--- src/hw/rtl/nbmd_pkg.sv ---
// Shared constants and types for the nine-bit message deframer.
// No dependencies; imported by every module of the block.
package nbmd_pkg;

    localparam int MAX_BYTES  = 18;
    localparam int ADDR_W     = $clog2(MAX_BYTES);
    localparam int POS_W      = $clog2(MAX_BYTES + 1);
    localparam int IDX_W      = 5;
    localparam int NIB_W      = 4;
    localparam int LEN_OFFSET = 3;
    localparam int BYTE_W     = 8;

    // memory access request from the sequencer to the store
    typedef struct packed {
        logic              we;
        logic [ADDR_W-1:0] waddr;
        logic [BYTE_W-1:0] wdata;
        logic              re;
        logic [ADDR_W-1:0] raddr;
    } nbmd_mem_req_t;

    typedef enum logic [1:0] {
        ST_IDLE = 2'b01,
        ST_EMIT = 2'b10
    } nbmd_state_t;

endpackage

--- src/hw/rtl/nbmd_store.sv ---
// Message store: single-port-write, single-port-read memory, registered read.
// Depends on nbmd_pkg. Per-entry valid flags make unwritten entries read as zero.
module nbmd_store (
    input  logic                   aclk,
    input  logic                   aresetn,
    input  nbmd_pkg::nbmd_mem_req_t req,
    output logic [nbmd_pkg::BYTE_W-1:0] rdata
);
    import nbmd_pkg::*;

    logic [BYTE_W-1:0]    mem [MAX_BYTES];
    logic [MAX_BYTES-1:0] valid_reg;
    logic [BYTE_W-1:0]    rdata_reg;
    logic                 rvalid_reg;

    always_ff @(posedge aclk) begin
        if (req.we) begin
            mem[req.waddr] <= req.wdata;
        end
        if (req.re) begin
            rdata_reg <= mem[req.raddr];
        end
    end

    always_ff @(posedge aclk) begin
        if (!aresetn) begin
            valid_reg  <= '0;
            rvalid_reg <= 1'b0;
        end else begin
            if (req.we) begin
                valid_reg[req.waddr] <= 1'b1;
            end
            if (req.re) begin
                rvalid_reg <= valid_reg[req.raddr];
            end
        end
    end

    assign rdata = rvalid_reg ? rdata_reg : '0;

endmodule

--- src/hw/rtl/nbmd_ctrl.sv ---
// Sequencer: write pointer, message state and read-out of stored messages.
// Depends on nbmd_pkg; drives the request port of nbmd_store.
module nbmd_ctrl (
    input  logic                        aclk,
    input  logic                        aresetn,
    input  logic                        s_valid,
    output logic                        s_ready,
    input  logic [nbmd_pkg::BYTE_W-1:0] s_byte,
    input  logic                        s_cmd,
    output logic                        m_valid,
    input  logic                        m_ready,
    output logic [nbmd_pkg::IDX_W-1:0]  m_index,
    output logic                        m_last,
    output nbmd_pkg::nbmd_mem_req_t     req
);
    import nbmd_pkg::*;

    nbmd_state_t       state_reg, state_next;
    logic [POS_W-1:0]  wp_reg, wp_next;
    logic              started_reg, started_next;
    logic [NIB_W-1:0]  nib_reg, nib_next;
    logic [BYTE_W-1:0] pend_reg, pend_next;
    logic [ADDR_W-1:0] rd_ptr_reg, rd_ptr_next;
    logic [POS_W-1:0]  len_reg, len_next;
    logic              m_valid_reg, m_valid_next;
    logic [IDX_W-1:0]  idx_reg, idx_next;
    logic              last_reg, last_next;

    logic              accept;
    logic              slot_free;
    logic              final_rd;
    logic [POS_W-1:0]  raw_len;
    logic [POS_W-1:0]  rd_count;

    assign s_ready   = (state_reg == ST_IDLE);
    assign accept    = s_valid && s_ready;
    assign slot_free = !m_valid_reg || m_ready;
    assign raw_len   = POS_W'(nib_reg) + POS_W'(LEN_OFFSET);
    assign rd_count  = POS_W'(rd_ptr_reg) + POS_W'(1);
    assign final_rd  = (rd_count == len_reg);

    always_comb begin
        state_next   = state_reg;
        wp_next      = wp_reg;
        started_next = started_reg;
        nib_next     = nib_reg;
        pend_next    = pend_reg;
        rd_ptr_next  = rd_ptr_reg;
        len_next     = len_reg;
        m_valid_next = m_valid_reg;
        idx_next     = idx_reg;
        last_next    = last_reg;
        req          = '0;

        if (m_valid_reg && m_ready) begin
            m_valid_next = 1'b0;
        end

        unique case (state_reg)
            ST_IDLE: begin
                if (accept) begin
                    if (s_cmd && started_reg) begin
                        // hold the new byte until the old message is out
                        pend_next   = s_byte;
                        rd_ptr_next = '0;
                        len_next    = (raw_len > POS_W'(MAX_BYTES)) ?
                                      POS_W'(MAX_BYTES) : raw_len;
                        state_next  = ST_EMIT;
                    end else if (s_cmd) begin
                        started_next = 1'b1;
                        req.we       = 1'b1;
                        req.waddr    = '0;
                        req.wdata    = s_byte;
                        wp_next      = POS_W'(1);
                    end else if (wp_reg < POS_W'(MAX_BYTES)) begin
                        req.we    = 1'b1;
                        req.waddr = wp_reg[ADDR_W-1:0];
                        req.wdata = s_byte;
                        wp_next   = wp_reg + POS_W'(1);
                        if (wp_reg == POS_W'(1)) begin
                            nib_next = s_byte[NIB_W-1:0];
                        end
                    end
                end
            end
            ST_EMIT: begin
                if (slot_free) begin
                    req.re       = 1'b1;
                    req.raddr    = rd_ptr_reg;
                    m_valid_next = 1'b1;
                    idx_next     = IDX_W'(rd_ptr_reg);
                    last_next    = final_rd;
                    rd_ptr_next  = rd_ptr_reg + ADDR_W'(1);
                    if (final_rd) begin
                        // restart the store with the held byte
                        req.we     = 1'b1;
                        req.waddr  = '0;
                        req.wdata  = pend_reg;
                        wp_next    = POS_W'(1);
                        state_next = ST_IDLE;
                    end
                end
            end
            default: state_next = ST_IDLE;
        endcase
    end

    always_ff @(posedge aclk) begin
        if (!aresetn) begin
            state_reg   <= ST_IDLE;
            wp_reg      <= '0;
            started_reg <= 1'b0;
            nib_reg     <= '0;
            m_valid_reg <= 1'b0;
        end else begin
            state_reg   <= state_next;
            wp_reg      <= wp_next;
            started_reg <= started_next;
            nib_reg     <= nib_next;
            m_valid_reg <= m_valid_next;
        end
    end

    always_ff @(posedge aclk) begin
        pend_reg   <= pend_next;
        rd_ptr_reg <= rd_ptr_next;
        len_reg    <= len_next;
        idx_reg    <= idx_next;
        last_reg   <= last_next;
    end

    assign m_valid = m_valid_reg;
    assign m_index = idx_reg;
    assign m_last  = last_reg;

endmodule

--- src/hw/rtl/ninth_bit_message_deframer_core.sv ---
// Top level of the nine-bit message deframer.
// Depends on nbmd_pkg, nbmd_store and nbmd_ctrl.
//
// Usage:
//   Slave side: one request per received nine-bit word. s_tdata carries the
//   data byte, s_tuser the ninth (command) bit. A command word starts a new
//   message; other words append to the message store, which holds 18 bytes
//   and drops bytes once full.
//   Master side: on a command word that follows an earlier command word,
//   the stored message is sent out, one byte per request, with m_tlast on
//   the final byte. The run length is the low nibble of stored byte 1 plus 3.
//   Throughput: a plain data word does not stall the slave side. A command
//   word that sends a message holds s_tready low during read-out through
//   the single read port of the message store, which gives one byte per
//   cycle while m_tready allows; the first byte is read in the emit state.
//   Reset (aresetn low, synchronous): store reads as all zero through per-
//   entry valid flags, write position and message state clear; no clearing
//   pass, so the block is ready as soon as reset is released.
//   Stalls: when m_tready is low, the byte in the output register holds and
//   store reads pause. s_tready is low only while a message is read out; a
//   new word is taken while the last byte of a message still waits.
module ninth_bit_message_deframer_core (
    input  logic        aclk,
    input  logic        aresetn,
    input  logic        s_tvalid,
    output logic        s_tready,
    input  logic [7:0]  s_tdata,   // [7:0] data_byte
    input  logic        s_tuser,   // [0] command_flag
    output logic        m_tvalid,
    input  logic        m_tready,
    output logic [15:0] m_tdata,   // [7:0] out_byte, [12:8] byte_index, [15:13] zero
    output logic        m_tlast    // last_byte
);
    import nbmd_pkg::*;

    nbmd_mem_req_t     mem_req;
    logic [BYTE_W-1:0] rd_byte;
    logic [IDX_W-1:0]  out_idx;

    // sequencer: write pointer, started flag, length shadow, read-out
    nbmd_ctrl u_ctrl (
        .aclk    (aclk),
        .aresetn (aresetn),
        .s_valid (s_tvalid),
        .s_ready (s_tready),
        .s_byte  (s_tdata),
        .s_cmd   (s_tuser),
        .m_valid (m_tvalid),
        .m_ready (m_tready),
        .m_index (out_idx),
        .m_last  (m_tlast),
        .req     (mem_req)
    );

    // message store; its registered read data is the output byte register
    nbmd_store u_store (
        .aclk    (aclk),
        .aresetn (aresetn),
        .req     (mem_req),
        .rdata   (rd_byte)
    );

    assign m_tdata = {3'b000, out_idx, rd_byte};

endmodule

--- config.mk ---
export PLATFORM = sky130hd
export DESIGN_NAME = ninth_bit_message_deframer_core
export DESIGN_NICKNAME = d
export VERILOG_FILES = /design/src/hw/rtl/nbmd_pkg.sv /design/src/hw/rtl/nbmd_store.sv /design/src/hw/rtl/nbmd_ctrl.sv /design/src/hw/rtl/ninth_bit_message_deframer_core.sv
export SDC_FILE = /design/constraint.sdc
export NUM_CORES = 1
export LEC_CHECK = 0
export BUFFER_PORTS_ARGS = -buffer_cell sky130_fd_sc_hd__buf_2
export CAP_MARGIN = 10
export CORE_MARGIN = 2
export CORE_UTILIZATION = 40
export DETAILED_ROUTE_END_ITERATION = 6
export PLACE_DENSITY = 0.61
export SLEW_MARGIN = 15
export SYNTH_ARGS = -nofsm -noshare
export SYNTH_HDL_FRONTEND = slang
export SYNTH_SLANG_ARGS = --single-unit
--- constraint.sdc ---
create_clock -name aclk -period 4.9 [get_ports aclk]
set_input_delay 0.245 -clock aclk [delete_from_list [all_inputs] [get_ports aclk]]
set_output_delay 0.245 -clock aclk [all_outputs]
set_load 0.02 [all_outputs]
==> impl_metrics.py <==
metrics = {
    "grt": {
        "grt_pass1_vias": 5505,
        "grt_overflow_total": 0,
        "track_usage_pct": 16.8,
        "antenna_found_initial": 0,
        "grt_pass1_wl_um": 30800,
        "grt_max_degree": 40,
    },
    "power": {
        "p_per_area_nw_per_um2": 482,
        "p_comb_share_pct": 20.3,
        "p_switching_w": 0.00141,
        "power.share.sequential_pct": 46.4,
        "leakagePower_nw": 3.35,
        "switching_share_pct": 29.5,
        "clock_power_share_pct": 33.3,
        "ir_drop_v": 0.000320,
        "p_int_w": 0.00338,
    },
    "die": {
        "dieWidth_um": 153,
        "io_pins": 32,
        "die_area_um2": 23300,
        "core_um2": 21800,
        "die_h_um": 153,
        "start_util_pct": 40.6,
        "rows": 54,
    },
    "timing": {
        "fin_crit_sh_pct": 67.6,
        "setup_viol": 0,
        "fmax_mhz": 302,
        "tightest_slew_ns": 1.19,
        "drv_slew": 0,
        "skew_ns": 0.0115,
        "rsz0062_at_grt": "false",
        "period_minus_slack_ns": 3.31,
        "fin_tns_setup_ns": 0,
        "report.final.hold_viol_count": 0,
        "maxSlewHeadroom_pct": 20.2,
        "holdWs_ns": 0.0343,
    },
    "critical_path": {
        "crit_type": "reg2reg",
        "critPathMaxFanout": 24,
        "cp-start-kind": "flip-flop",
        "slowest_stage": "edfxtp_1",
        "cpPeakStageDelay_ns": 0.93,
        "path_cells": "nand3_1 -> xnor2_1 -> o311ai_4 -> o21a_1 -> a211oi_2",
        "worstRegToRegCells": 5,
        "r2r_slack_ns": 1.59,
        "required_ns": 5.01,
        "worstPathArrival_ns": 3.42,
        "end_kind": "flip-flop",
    },
    "synth": {
        "ys.flop_type": "edfxtp_1",
        "syn_area_um2": 8840,
        "yosysSeqAreaShare_pct": 67.1,
        "synth.top_cell.area_share_pct": 59.8,
        "synth_area_leaders": "edfxtp_1 (60%), dfxtp_1 (7.3%), nand2_1 (3.2%)",
        "synth_cells": 645,
        "synth_top_area_cell": "edfxtp_1",
        "avgSynthCellArea_um2": 13.7,
        "ys_seq_elements": 208,
        "synth_cell_types": 68,
        "synth_edf_count": 176,
        "async_flop_share_pct": 0,
        "ys_warn_count": 0,
    },
    "detailed_routing": {
        "vias": 5431,
        "drt_iter0_markers": 449,
        "ant_nets": 0,
        "wl_per_cell_um": 20.3,
        "first_pass_iters": 5,
        "drc": 0,
        "routed_via_density": 5.62,
        "routed_wl_um": 19700,
    },
    "clock_network": {
        "clock_latency_ns": 0.50,
        "cts_made_buffers": 23,
        "clock-sinks": 208,
        "cts_tree": "done",
        "post_cts_buffers": 0,
        "clkTransAtPathRegs_ns": 0.06,
        "cts_max_level": 1,
        "cts_resized": 0,
        "cts-root-buf": "clkbuf_16",
        "cts.path.max_buffers": 3,
    },
    "placement": {
        "dp_hpwl_um": 12800,
        "gp_congestion": 0.833,
        "portBuffers": 28,
    },
    "min_path": {
        "hold_path_depth": 1,
        "hp-class": "in2reg",
    },
    "final_layout": {
        "area_growth_pct": 12.5,
        "largest_register_ffs": 144,
        "diodes": 0,
        "drive_above_1_share_pct": 15.5,
        "num-nets-final": 690,
    },
    "job": {
        "drv_cap": 0,
    },
    "run_status": {
        "run_status": "complete, no violations",
    },
}
## layout make-up
cell class | instances | area, um^2
Inverter | 11 | 41.3
Clock inverter | 12 | 83.8
Multi-Input combinational cell | 387 | 2690
Tap cell | 280 | 350
Sequential cell | 208 | 5930
Fill cell | 1913 | 11800
Clock buffer | 29 | 608
Timing Repair Buffer | 39 | 240
## power groups by stage
stage	Sequential (W)	Combinational, W	Clock [W]
after floorplan	0.00220	0.000746	0
after global placement	0.00225	0.000941	0
after detailed placement	0.00225	0.000965	0
after CTS	0.00222	0.000973	0.00162
after global routing	0.00223	0.00107	0.00169
final	0.00222	0.000973	0.00159
## path summary, 6_finish.rpt
kind	start	to
max	u_ctrl.rd_ptr_reg[2]	u_store.mem[0][7]
min	s_tdata[0]	u_ctrl.pend_reg[0]
max reg2reg	u_ctrl.rd_ptr_reg[2]	u_store.mem[0][7]
min reg2reg	u_store.valid_reg[1]	u_store.valid_reg[1]
## Yosys cell counts, types with 9 or more instances
cell      count
and2_1       14
buf_4         9
inv_1        11
mux2i_1      22
a211oi_1     13
a311oi_1     14
nand3_1      17
nor2_1       38
edfxtp_1    176
a221oi_1     10
o21ai_0       9
nor2b_1      12
clkbuf_1     14
mux2_2       21
nand2_1      76
dfxtp_1      32
o21a_1       19
buf_2        11
## critical path, delay by kind of cell (launching register included)
kind / cells / cell delay [ns]
compound gates: 3 / 1.37
flops: 1 / 0.93
xor+xnor: 1 / 0.34
simple gates: 1 / 0.27
## cell families (layout without fill, tap and decap cells)
| family | count (synthesis) | in the layout | share of synthesized area [%] |
|---|---|---|---|
| mux | 47 | 47 | 5.81 |
| simple gates | 195 | 195 | 10.8 |
| fa+ha+maj | 7 | 7 | 0.991 |
| buf+inv | 52 | 91 | 3.00 |
| compound gates | 126 | 126 | 11.4 |
| xor+xnor | 9 | 9 | 0.892 |
| other cells | 1 | 3 | 0.0424 |
| flops | 208 | 208 | 67.1 |
## metrics by stage
step | setup slack [ns] | instance area [um^2] | total power, W | std cells | util, %
global placement | 1.79 | 9160 | 0.00319 | 918 | 42.1
floorplan | 2.33 | 8840 | 0.00295 | 647 | -
CTS | 1.64 | 9930 | 0.00481 | 966 | 45.6
finish | 1.59 | 9940 | 0.00479 | 966 | 45.7
detailed placement | 1.68 | 9170 | 0.00322 | 918 | 42.1
global route | 1.45 | 9940 | 0.00500 | 966 | 45.7
## cells in the final DEF, fill, tap and decap left out, types with 4 or more instances in the layout
cell           netlist  layout
edfxtp_1           176     176
nand2_1             76      76
nor2_1              38      36
dfxtp_1             32      32
buf_2               11      28
clkbuf_16            0      23
mux2i_1             22      22
mux2_2              21      21
o21a_1              19      19
nand3_1             17      17
and2_1              14      14
a311oi_1            14      14
a211oi_1            13      13
nor2b_1             12      12
inv_1               11      11
a221oi_1            10      10
o21ai_0              9       9
o211ai_1             8       8
a21oi_1              8       8
a22o_1               8       8
ha_1                 7       7
dlygate4sd3_1        0       7
a31oi_1              6       6
a211o_1              6       6
nor3_1               7       6
xnor2_1              6       6
clkinv_2             0       6
a32oi_1              5       5
clkbuf_1            14       5
clkinv_1             0       4
buf_4                9       4
## per-layer routing
metal  global-route usage (%)  share of wire [%]  up-vias
met2                     28.8                 49      171
met1                     22.0                 43     2707
met3                     2.99                4.8       46
li1                         -                  -     2507
met5                        0                  0        -
met4                     4.89                2.9        0
## what timing repair did
action | CTS | global route
hold buffers | 7 | 0
endpoints found under the setup margin | 0 | 0
hold endpoints to repair | 7 | 0
(Power assumes the default switching activity.)
